### src/hdl/slrt_ram.sv
// Generic single-port RAM with registered read.
module slrt_ram #(
    parameter int WIDTH = 8,
    parameter int DEPTH = 16
) (
    input  logic                     i_clk,
    input  logic                     i_we,
    input  logic [$clog2(DEPTH)-1:0] i_addr,
    input  logic [WIDTH-1:0]         i_wdata,
    output logic [WIDTH-1:0]         o_rdata
);
    logic [WIDTH-1:0] r_mem [DEPTH];
    logic [WIDTH-1:0] r_rdata;

    always_ff @(posedge i_clk) begin
        if (i_we) begin
            r_mem[i_addr] <= i_wdata;
        end
        r_rdata <= r_mem[i_addr];
    end

    assign o_rdata = r_rdata;
endmodule

### config.mk
export PLATFORM = sky130hd
export DESIGN_NAME = slrt_ram
export DESIGN_NICKNAME = d
export VERILOG_FILES = /design/src/hdl/slrt_ram.sv
export SDC_FILE = /design/constraint.sdc
export NUM_CORES = 1
export LEC_CHECK = 0
export ABC_AREA = 0
export BUFFER_PORTS_ARGS = -buffer_cell sky130_fd_sc_hd__clkbuf_2
export CAP_MARGIN = 20
export CORE_ASPECT_RATIO = 0.5
export CORE_MARGIN = 3
export CORE_UTILIZATION = 45
export CTS_CLUSTER_SIZE = 16
export DETAILED_ROUTE_END_ITERATION = 7
export SYNTH_ARGS = -nofsm -noshare
export SYNTH_HDL_FRONTEND = slang
export SYNTH_SLANG_ARGS = --single-unit
### constraint.sdc
create_clock -name i_clk -period 1.7 [get_ports i_clk]
set_clock_uncertainty 0.1 [all_clocks]
set_input_delay 0.17 -clock i_clk [delete_from_list [all_inputs] [get_ports i_clk]]
set_output_delay 0.17 -clock i_clk [all_outputs]
set_load 0.05 [all_outputs]
==> impl_summary.md <==
Logic synthesis
In this run the mean area of a mapped cell was 22.03 sq um. The portion of synthesized cell area occupied by the leading cell type is 75.85%. The count of flip-flops with a built-in enable after synthesis is 128. When the netlist entered floorplanning its net count stood at 244. The sequential element share of the synthesized area is 79.01%. In the synthesized netlist the async set-or-reset flop fraction comes to 0%. In this run the cell area of the synthesized design comes to 0.005067 sq mm. The most frequently used flop master after synthesis is sky130_fd_sc_hd__edfxtp_1. Synthesis produced 230 cells. The number of unique standard cell types used by synthesis is 18.

In the post-synthesis netlist, the biggest area contributors are sky130_fd_sc_hd__edfxtp_1 (76%), sky130_fd_sc_hd__mux4_2 (14%), sky130_fd_sc_hd__dfxtp_1 (3.2%), sky130_fd_sc_hd__a22oi_1 (2.4%), sky130_fd_sc_hd__nor2_1 (0.96%). In this run, synthesis produced a sequential element count of 136. The Yosys step of the flow raised 0 warnings. The cell accounting for the most synthesized area is sky130_fd_sc_hd__edfxtp_1.

STA
The final number of max-transition violations is 0. The final number of setup-violating endpoints is 0. Setup slack closes at 174.8 ps.

The worst-case headroom to the max-slew limit is 46.28%. Setup repair after global routing left no endpoint under its margin. The maximum achievable frequency is 655.6 MHz.

The hold slack is 88.11 ps. The final critical path takes up 89.72% of the cycle. At the pin with the least slew margin, the transition time is 804.2 ps. The final count of hold timing violations is 0. The minimum clock period is 1525 ps.

Setup path
The slowest stage of the critical path is the sky130_fd_sc_hd__mux4_2 cell. Counting both buffers and inverters, the worst setup path holds a total of 0. The signal on the critical path passes through mux4_2, a22oi_1, nand2_1.

The largest stage delay on the critical path is 510 ps. The startpoint type of the worst setup path is a flop. The kind of cell adding the most delay to the critical path is multiplexers. Counting buffers and inverters, the worst setup path is 3 cells deep. Measured in cells, the most critical reg-to-reg path has a length of 3. The critical path capture point type is a flop.

Data on the critical path is required at its endpoint by 1890 ps. The highest net fanout along the worst path is 1. The worst register-to-register path begins at r_mem[7][2].

The arrival time of data at the critical path endpoint is 1720 ps. The type of the setup path with the least slack is flop to flop. The critical path launch point is r_mem[7][2].

CTS
Clock-pin slew was measured on the worst setup and hold paths at 60 ps. The clock sink count is 136. Post-CTS timing repair inserted 0 buffers for setup. The clock tree synthesis step divided the H-tree into 4 levels. In this run, post-CTS repair resized a total of 0 instances. The longest clock path from root to sink contains 2 buffers.

The CTS tree is built. The TritonCTS buffer count is 17. In this run, post-CTS hold repair placed 0 buffers. CTS placed an instance of sky130_fd_sc_hd__clkbuf_16 at the clock tree root. The clock latency of the later-clocked register in the worst-skew pair is 410 ps.

Route
After detailed routing, the number of vias per cell comes to 5.595. The number of detailed-route iterations in the first pass is 4. The initial detailed-routing violation count is 259. In the routed design, unresolved DRC markers number 0. Dividing the detail-routed wire length by the instance count gives 21.96 um.

The via total after detailed routing is 2462. The detail route stage leaves a number of antenna-violating nets equal to 0. For this block, the routed nets add up to 9664 um of wire.

Die
22 I/O pins were placed. For this configuration, the core starts out at a cell density of 47.93%. The die extent in x is 156.1 um.

The floorplan step defined a die boundary enclosing 0.01265 sq mm. The die is 81.04 um tall. The core footprint is 0.01057 sq mm.

In this run the core area contains 26 standard-cell rows.

Cells and area
The sequential cells in the finished layout cover a total of 0.004004 sq mm. The utilization after layout is 58.18%. In the final layout, the share of cells above drive strength 1 is 37.00%. The area growth from synthesis to layout is 21.38%. The multi-input gate area in the final layout is 0.001008 sq mm. The number of inserted diodes is 0.

The number of nets in the finished design is 301. The total of fill cells in the finished design is 760.

Status
The flow ran to the end, and the final reports show no timing, DRC or antenna violations.

Placement
Before CTS, the worst setup slack after placement is -53.96 ps. At the end of routability-driven placement, the weighted congestion stood at 0.7559. Once detailed placement completed, the half-perimeter wirelength came to 6141 um.

The number of port buffers is 21.

Hold path
The number of cells on the worst hold path is 1. The class of the worst hold path is primary input to flop. The startpoint identified for the worst hold timing path is i_wdata[1].

Pwr
The static leakage power is 2.060 nW. The power density of the placed cells is 1296 mW/mm^2. The maximum resistive drop on vdd is 0.7154 mV.

Global routing
The total routing resource utilization after global routing is 17.12%. The number of global-route vias before repair was 2582. The number of antenna violations at the first check in global routing was 0. The remaining global-route overflow is 0.

The first global-routing pass estimated 15100 um of wire. The maximum number of pins on one net before global-route repair is 40.

Job
The number of max-cap violations is 0.
-- layout by cell type (no fill, tap or decap) --
master / Yosys / final
sky130_fd_sc_hd__a22oi_1: 16 / 16
sky130_fd_sc_hd__and2_1: 1 / 1
sky130_fd_sc_hd__buf_12: 0 / 3
sky130_fd_sc_hd__buf_4: 0 / 25
sky130_fd_sc_hd__bufinv_16: 0 / 4
sky130_fd_sc_hd__clkbuf_1: 2 / 1
sky130_fd_sc_hd__clkbuf_16: 0 / 17
sky130_fd_sc_hd__clkbuf_2: 1 / 21
sky130_fd_sc_hd__clkinv_1: 0 / 3
sky130_fd_sc_hd__clkinv_2: 0 / 1
sky130_fd_sc_hd__clkinvlp_4: 0 / 6
sky130_fd_sc_hd__dfxtp_1: 8 / 8
sky130_fd_sc_hd__edfxtp_1: 128 / 128
sky130_fd_sc_hd__mux4_2: 32 / 32
sky130_fd_sc_hd__nand2_1: 9 / 9
sky130_fd_sc_hd__nand2b_1: 2 / 2
sky130_fd_sc_hd__nand3_1: 1 / 1
sky130_fd_sc_hd__nand3b_1: 2 / 2
sky130_fd_sc_hd__nor2_1: 13 / 13
sky130_fd_sc_hd__nor2b_1: 2 / 2
sky130_fd_sc_hd__nor3_1: 4 / 3
sky130_fd_sc_hd__nor3_2: 0 / 1
sky130_fd_sc_hd__or3b_2: 1 / 1
-- worst reg2reg max path: cells and delay by family, from the launching register on --
| family | cells | cell delay, ps |
|---|---|---|
| compound gates | 1 | 340 |
| flops | 1 | 360 |
| mux | 1 | 510 |
| simple gates | 1 | 100 |
-- layout make-up --
class / count / share of cell area (%)
timing repair buffer: 49 / 5.736
clock buffer: 18 / 6.977
multi-input combinational: 83 / 16.40
sequential: 136 / 65.09
tap: 140 / 2.848
clock inverter: 14 / 2.950
-- final timing paths --
path                  to  slack (ps)
max           o_rdata[2]         170
min          r_mem[2][1]          90
max reg2reg   o_rdata[2]         170
min reg2reg   o_rdata[0]         570
-- layer usage --
layer,part of all wire (%),global-route usage [%]
met4,1.4,8.458
met5,0,0
met3,7.9,5.216
met2,45,23.75
met1,45,24.76
-- logic make-up (layout without fill, tap and decap cells) --
group           Yosys count  after routing  share of synthesized area [%]
mux                      32             32                          14.22
flops                   136            136                          79.01
compound gates           16             16                          2.370
simple gates             35             35                          3.210
buf+inv                  11             81                          1.185
-- through the flow --
| stage | power, mW | cell area, sq um | std cells | TNS [ps] |
|---|---|---|---|---|
| 2_1_floorplan | 4.108 | 5072 | 230 | -232.7 |
| 3_3_place_gp | 4.274 | 5540 | 408 | -42.19 |
| 3_5_place_dp | 4.287 | 5540 | 408 | -108.9 |
| 4_1_cts | 8.035 | 6151 | 440 | 0 |
| 5_1_grt | 8.188 | 6151 | 440 | 0 |
| 6_report | 7.971 | 6151 | 440 | 0 |
-- flip-flops by register name (all words and copies together), names as in the netlist --
signal,count
o_rdata,8
r_mem,128
-- where the power goes --
part	internal (mW)	switching, mW
clock network	2.43	1.33
registers	3.75	0.0240
logic	0.161	0.280
-- cell usage after synthesis (2+ instances only) --
master                     number
sky130_fd_sc_hd__mux4_2        32
sky130_fd_sc_hd__buf_6          2
sky130_fd_sc_hd__nand2_1        9
sky130_fd_sc_hd__buf_1          4
sky130_fd_sc_hd__a22oi_1       16
sky130_fd_sc_hd__dfxtp_1        8
sky130_fd_sc_hd__clkbuf_1       2
sky130_fd_sc_hd__nor2_1        13
sky130_fd_sc_hd__nor3_1         4
sky130_fd_sc_hd__nand3b_1       2
sky130_fd_sc_hd__buf_2          2
sky130_fd_sc_hd__nand2b_1       2
sky130_fd_sc_hd__edfxtp_1     128
sky130_fd_sc_hd__nor2b_1        2
Power figures use the tool's default switching activity.
