--- src/hdl/slrt_pkg.sv ---
// Shared types and constants for the span list range trim core.
package slrt_pkg;
    localparam int LINES        = 64;
    localparam int SPANS        = 16;
    localparam int PAYLOAD_BITS = 32;
    localparam int LINE_W       = 6;
    localparam int COL_W        = 10;
    localparam int LEN_W        = 11;
    localparam int POS_W        = $clog2(SPANS);
    localparam int CNT_W        = $clog2(SPANS + 1);
    localparam int ADDR_W       = $clog2(LINES * SPANS);
    localparam int ENTRY_W      = COL_W + LEN_W + 1 + PAYLOAD_BITS;
    localparam int SIGNED_W     = LEN_W + 2;

    localparam logic OP_APPEND = 1'b0;
    localparam logic OP_TRIM   = 1'b1;

    typedef struct packed {
        logic [COL_W-1:0]        start;
        logic [LEN_W-1:0]        len;
        logic                    wrapped;
        logic [PAYLOAD_BITS-1:0] payload;
    } t_entry;

    typedef enum logic [6:0] {
        ST_IDLE  = 7'b0000001,
        ST_LOAD  = 7'b0000010,
        ST_LWAIT = 7'b0000100,
        ST_WALK  = 7'b0001000,
        ST_STORE = 7'b0010000,
        ST_DONE  = 7'b0100000,
        ST_OUT   = 7'b1000000
    } t_state;

    // per-cell commands, one broadcast per cycle
    typedef enum logic [3:0] {
        CMD_HOLD   = 4'b0001,
        CMD_SHIFTL = 4'b0010,
        CMD_SHIFTR = 4'b0100,
        CMD_WRITE  = 4'b1000
    } t_cmd;

    typedef struct packed {
        t_cmd              cmd;
        logic [POS_W-1:0]  pos;
        t_entry            data;
    } t_cell_ctl;
endpackage

--- src/hdl/slrt_cell.sv ---
// One cell of the working row: holds one span and trades with its neighbors.
module slrt_cell (
    input  logic                        i_clk,
    input  logic [slrt_pkg::POS_W-1:0]  i_index,
    input  slrt_pkg::t_cell_ctl         i_ctl,
    input  logic                        i_load,
    input  slrt_pkg::t_entry            i_load_data,
    input  slrt_pkg::t_entry            i_left,
    input  slrt_pkg::t_entry            i_right,
    output slrt_pkg::t_entry            o_entry
);
    slrt_pkg::t_entry r_entry;
    slrt_pkg::t_entry n_entry;

    always_comb begin
        n_entry = r_entry;
        if (i_load) begin
            n_entry = i_load_data;
        end else begin
            unique case (i_ctl.cmd)
                slrt_pkg::CMD_SHIFTL: if (i_index >= i_ctl.pos) n_entry = i_right;
                slrt_pkg::CMD_SHIFTR: begin
                    if (i_index > i_ctl.pos) n_entry = i_left;
                    else if (i_index == i_ctl.pos) n_entry = i_ctl.data;
                end
                slrt_pkg::CMD_WRITE:  if (i_index == i_ctl.pos) n_entry = i_ctl.data;
                default: ;
            endcase
        end
    end

    always_ff @(posedge i_clk) begin
        r_entry <= n_entry;
    end

    assign o_entry = r_entry;
endmodule

--- config.mk ---
export PLATFORM = sky130hd
export DESIGN_NAME = slrt_cell
export DESIGN_NICKNAME = d
export VERILOG_FILES = /design/src/hdl/slrt_pkg.sv /design/src/hdl/slrt_cell.sv
export SDC_FILE = /design/constraint.sdc
export NUM_CORES = 1
export LEC_CHECK = 0
export BUFFER_PORTS_ARGS = -buffer_cell sky130_fd_sc_hd__buf_4
export CORE_MARGIN = 4
export CORE_UTILIZATION = 45
export DETAILED_ROUTE_END_ITERATION = 8
export PLACE_DENSITY = 0.92
export SYNTH_ARGS = -nofsm -noshare
export SYNTH_HDL_FRONTEND = slang
export SYNTH_SLANG_ARGS = --single-unit
--- constraint.sdc ---
create_clock -name i_clk -period 6.25 [get_ports i_clk]
set_clock_uncertainty 0.15 [all_clocks]
set_input_delay 1.5625 -clock i_clk [delete_from_list [all_inputs] [get_ports i_clk]]
set_output_delay 1.5625 -clock i_clk [all_outputs]
set_load 0.01 [all_outputs]
==> results of run 1 <==
stage by stage:
| stage | hold slack (ns) | setup slack [ns] |
|---|---|---|
| final | 0.704 | 1.99 |
| after global placement | 0.656 | 1.80 |
| after global routing | 0.747 | 1.88 |
| after CTS | 0.702 | 1.97 |
| after floorplan | 0.694 | 0.500 |
| after detailed placement | 0.676 | 1.67 |
worst paths after layout:
kind                                   from           to  slack [ns]
worst max-delay path             i_index[3]  o_entry[43]        1.99
worst min-delay path             o_entry[0]   o_entry[0]        0.70
worst max register to register  o_entry[37]  o_entry[37]        4.58
worst min register to register   o_entry[0]   o_entry[0]        0.70
logic make-up after synthesis:
logic type	share of synthesized area (%)
compound gates	19.9
xor+xnor	0.178
fa+ha+maj	1.02
buf+inv	5.67
flops	33.0
mux	15.3
simple gates	24.9
worst register-to-register path, delay by kind of cell, from the launching register on:
family,cells,cell delay [ns]
flip-flops,1,0.45
AO/OA/AOI/OAI,2,0.41
multiplexers,1,0.30
AND/OR/NAND/NOR,1,0.07
routing by layer:
metal  wire [microns]  track usage (%)  up-vias
met1             6400             29.4     2600
li1                 -                -     2517
met4              568             10.6        0
met2             9010             47.1      377
met3             1690             5.93       55
met5                0                0        -
cells in the final DEF, fill, tap and decap left out, types with 2 or more instances in the layout:
cell type,synthesis,routed
nand2b_1,54,54
nor4b_4,0,2
nand4_1,54,54
edfxtp_1,54,54
a221o_1,54,54
ha_1,4,4
nand2_1,54,54
mux2_2,11,11
nand3_1,54,54
mux2_1,4,4
inv_1,4,4
clkbuf_8,0,5
mux2_4,39,39
nor2_1,2,2
o211ai_1,55,55
buf_4,3,289
power by group through the flow:
stage,sequential [uW],combinational (uW),clock (uW)
detailed placement,475,439,0
global placement,475,420,0
CTS,469,441,195
global route,473,473,210
floorplan,487,215,0
finish,469,442,190
final cells by class:
cell class	instances	area share [%]
clock buffer	6	1.02
clock inverter	2	0.123
inverter	4	0.211
multi-input combinational	396	42.9
sequential	54	22.8
tap	136	2.39
timing repair buffer	289	30.5
==> impl_metrics.py, run 1 <==
metrics = {
    "run_status": {
        "status": "complete, no violations",
    },
    "synthesis": {
        "syn_area_sq_mm": 0.00492,
        "async_flop_share_pct": 0,
        "yosysTopAreaCell": "edfxtp_1",
        "synth_cell_types": 28,
        "synth_seq_cells": 54,
        "synth_nets": 740,
        "netlist_instances": 506,
        "synth_area_per_cell_sq_um": 9.72,
        "synth_area_leaders": "edfxtp_1, mux2_4, a221o_1",
        "synthFlopType": "edfxtp_1",
        "seq_area_frac_synth_pct": 33.0,
        "ys.warnings.count": 0,
        "post-synth-top-count-cell": "o211ai_1",
        "synth_edf_count": 54,
        "synth_top_area_share_pct": 33.0,
    },
    "worst_setup_path": {
        "critPathArrivalTime_ns": 4.05,
        "worstPathCellList": "buf_4, ha_1, and4_4, nand3b_1, a31oi_1, o21bai_4, buf_4",
        "critPathCaptureType": "flop",
        "worstPathMaxFanout": 56,
        "cp.depth": 7,
        "required_ns": 6.04,
        "crit_family": "simple AND/OR/NAND/NOR gates",
        "cp-start-kind": "primary input",
        "slowest_delay_ns": 0.95,
        "slowest_stage": "and4_4",
        "crit_top_cell": "buf_4",
        "crit_buf_inv": 2,
        "rr_worst_depth": 4,
        "worstSetupPathType": "primary input to flop",
    },
    "clock_network": {
        "root_buffer": "clkbuf_8",
        "cts_buffer_depth": 2,
        "clock-sinks": 54,
        "clk_latency_ns": 0.30,
        "cts_tree": "done",
        "cts-htree-levels": 2,
        "cts_inserted_buffers": 5,
        "cts_post_setup_buffers_inserted": 0,
        "clkSlewWorstSetupHoldPaths_ns": 0.10,
        "cts_resized": 0,
        "cts_hold_buffers": 0,
    },
    "finish": {
        "largest_register_ffs": 54,
        "antenna-diode-count": 0,
        "instances_no_fill": 887,
        "multi_input_area_sq_mm": 0.00305,
        "nFillCells": 770,
        "nets": 984,
        "post-route-cell-area_sq_mm": 0.00711,
        "final_util_pct": 68.0,
        "seq_area_sq_mm": 0.00162,
        "area_growth_pct": 44.6,
        "drive_above_1_share_pct": 46.7,
    },
    "detailed_routing": {
        "drt-total-wl_microns": 17700,
        "vias": 5549,
        "ant_nets": 0,
        "drc": 0,
        "viasPerCell": 6.26,
        "wl_per_cell_microns": 19.9,
        "first_iter_violations": 595,
        "drt_first_pass_iters": 6,
    },
    "timing": {
        "slew_violations": 0,
        "layout_min_cycle_time_ns": 4.26,
        "fmax_mhz": 235,
        "hold_viol": 0,
        "tightest_slew_ns": 1.11,
        "fin_crit_sh_pct": 68.2,
        "setup_violations": 0,
        "tns_ns": 0,
        "relSlewSlack_pct": 25.8,
        "grt_setup_unrepaired": "no",
    },
    "worst_hold_path": {
        "hold_path.class": "flop to flop",
        "hold_depth": 3,
    },
    "pwr": {
        "p_comb_share_pct": 40.2,
        "p_int_uw": 761,
        "p_leak_uw": 0.00298,
        "p_total_uw": 1100,
        "clockPowerShare_pct": 17.2,
        "ir_drop_mv": 0.0838,
        "p_per_area_mw_per_mm2": 155,
        "p_sw_uw": 340,
        "sw_frac_of_total_pct": 30.9,
        "p_seq_share_pct": 42.6,
    },
    "placement": {
        "port_buffers": 283,
        "dpl_cell_area_sq_mm": 0.00703,
        "dp.cells": 879,
        "routabilityCongestion": 0.989,
        "dp_hpwl_microns": 12800,
    },
    "floorplanning": {
        "num_rows": 37,
        "die_area_sq_mm": 0.0127,
        "die_h_microns": 113,
        "start_util_pct": 47.0,
        "die_w_microns": 113,
        "ioPinCount": 284,
        "core_area_sq_mm": 0.0105,
    },
    "global_routing": {
        "grt_use_total_pct": 26.0,
        "grt_pass1_vias": 5711,
        "antenna_found_initial": 0,
        "gr-total-overflow": 0,
        "grt_pass1_wl_microns": 27200,
        "grt_max_degree": 109,
    },
    "flow_run": {
        "drv_cap": 0,
    },
}
Power figures use the tool's default switching activity.
==> run 2, diff against run 1 <==
Clock period 6.25 ns to 4.2 ns, I/O delays scaled along.
==> run 2 against run 1 <==
  * First-iteration DRC count grew 15%
  * Final cell count grew 0.23%
  * Sequential power grew 49%
  * Global-route usage grew 0.61 points
  * Power grew 50%
  * Cell area grew 0.74%
  * Sequential cell count is the same
  * Largest cell class unchanged
==> impl_metrics.py, run 2 (synthesized netlist as in run 1, its figures left out) <==
metrics = {
    "run_status": {
        "status": "complete, no violations",
    },
    "floorplanning": {
        "die_area_sq_mm": 0.0127,
        "die_w_microns": 113,
        "die_h_microns": 113,
        "ioPinCount": 284,
        "num_rows": 37,
        "core_area_sq_mm": 0.0105,
        "start_util_pct": 47.0,
    },
    "global_routing": {
        "antenna_found_initial": 0,
        "grt_max_degree": 109,
        "grt_use_total_pct": 26.6,
        "gr-total-overflow": 0,
        "grt_pass1_vias": 5751,
        "grt_pass1_wl_microns": 27900,
    },
    "flow_run": {
        "drv_cap": 0,
    },
    "worst_setup_path": {
        "crit_path_end": "o_entry[12]",
        "rr_startpoint": "o_entry[2]",
        "crit_start": "i_ctl[57]",
        "critPathCaptureType": "flop",
        "cp-start-kind": "primary input",
        "worstPathCellList": "buf_4, inv_1, ha_1, and4_4, buf_4, mux2_2, a221o_1, nand2_1, o211ai_1",
        "crit_top_cell": "buf_4",
        "rrSetupSlack_ns": 2.55,
        "critPathArrivalTime_ns": 3.01,
        "crit_buf_inv": 3,
        "r2r_end": "o_entry[2]",
        "rr_worst_depth": 4,
        "cp.depth": 9,
        "crit_family": "buffers and inverters",
        "slowest_stage": "mux2_2",
        "required_ns": 4.09,
        "slowest_delay_ns": 0.39,
        "worstPathMaxFanout": 17,
        "worstSetupPathType": "primary input to flop",
    },
    "pwr": {
        "p_per_area_mw_per_mm2": 230,
        "p_leak_uw": 0.00300,
        "ir_drop_mv": 0.146,
    },
    "clock_network": {
        "clkSlewWorstSetupHoldPaths_ns": 0.10,
        "cts_buffer_depth": 2,
        "cts_inserted_buffers": 5,
        "cts_resized": 0,
        "root_buffer": "clkbuf_8",
        "cts_post_setup_buffers_inserted": 0,
        "clock-sinks": 54,
        "cts_tree": "done",
        "cts-htree-levels": 2,
        "clk_latency_ns": 0.30,
        "cts_hold_buffers": 0,
    },
    "detailed_routing": {
        "ant_nets": 0,
        "viasPerCell": 6.24,
        "drt_first_pass_iters": 5,
        "first_iter_violations": 683,
        "drt-total-wl_microns": 18000,
        "vias": 5544,
        "wl_per_cell_microns": 20.2,
        "drc": 0,
    },
    "placement": {
        "dp_slack_ns": 0.784,
        "dp_hpwl_microns": 12800,
        "routabilityCongestion": 0.912,
        "port_buffers": 283,
    },
    "timing": {
        "tns_ns": 0,
        "fmax_mhz": 320,
        "relSlewSlack_pct": 27.2,
        "fin_ws_ns": 1.07,
        "grt_setup_unrepaired": "no",
        "layout_min_cycle_time_ns": 3.13,
        "slew_violations": 0,
        "hold_viol": 0,
        "tightest_slew_ns": 1.09,
        "setup_violations": 0,
        "fin_crit_sh_pct": 74.4,
    },
    "finish": {
        "final_cell_mix": "buf_4, o211ai_1",
        "drive_above_1_share_pct": 46.9,
        "nets": 986,
        "largest_register_ffs": 54,
        "area_growth_pct": 45.7,
        "final_common_cell": "buf_4",
        "antenna-diode-count": 0,
        "nFillCells": 770,
    },
    "worst_hold_path": {
        "hold_path.class": "flop to flop",
    },
}
==> run 2: stage by stage <==
step                      hold WS [ns]  power [uW]  instances  util (%)  instance area, sq um
final                            0.694        1650        889      68.5                  7160
after global routing             0.735        1730        889      68.5                  7160
after floorplan                  0.694        1040        506         -                  4920
after detailed placement         0.668        1360        881      67.7                  7080
after global placement           0.653        1340        881      67.7                  7080
after CTS                        0.699        1650        889      68.5                  7160
==> run 2: worst min path at each step <==
stage,startpoint,endpoint,cells after the start
after detailed placement,o_entry[35],o_entry[35],3
final,o_entry[32],o_entry[32],3
after global placement,o_entry[49],o_entry[49],3
after global routing,o_entry[11],o_entry[11],3
after CTS,o_entry[11],o_entry[11],3
after floorplan,o_entry[0],o_entry[0],3
==> run 2: per-layer routing <==
| metal | GRT usage, % | share of wire [%] |
|---|---|---|
| met1 | 29.6 | 35 |
| met5 | 0 | 0 |
| met3 | 6.68 | 10 |
| met4 | 11.9 | 3.5 |
| met2 | 47.8 | 51 |
==> run 2: layout make-up <==
type	instances	area, sq um	area share, %
repair buffers	291	2220	31.0
well taps	136	170	2.38
multi-input cells	396	3050	42.6
clock inverters	2	8.76	0.122
clock buffers	6	72.6	1.01
flip-flops and latches	54	1620	22.6
inverters	4	15.0	0.210
==> run 2: worst min-delay path, stage by stage (launching register included) <==
cell and delay (ns):
edfxtp_1 0.36, mux2_4 0.16, nand3_1 0.07, o211ai_1 0.15
==> run 2: where the power goes <==
part	switching, uW	leakage [uW]	internal, uW
registers	34.9	0.000527	662
clock network	174	0.0000426	116
logic	302	0.00243	362
total	511	0.00300	1140
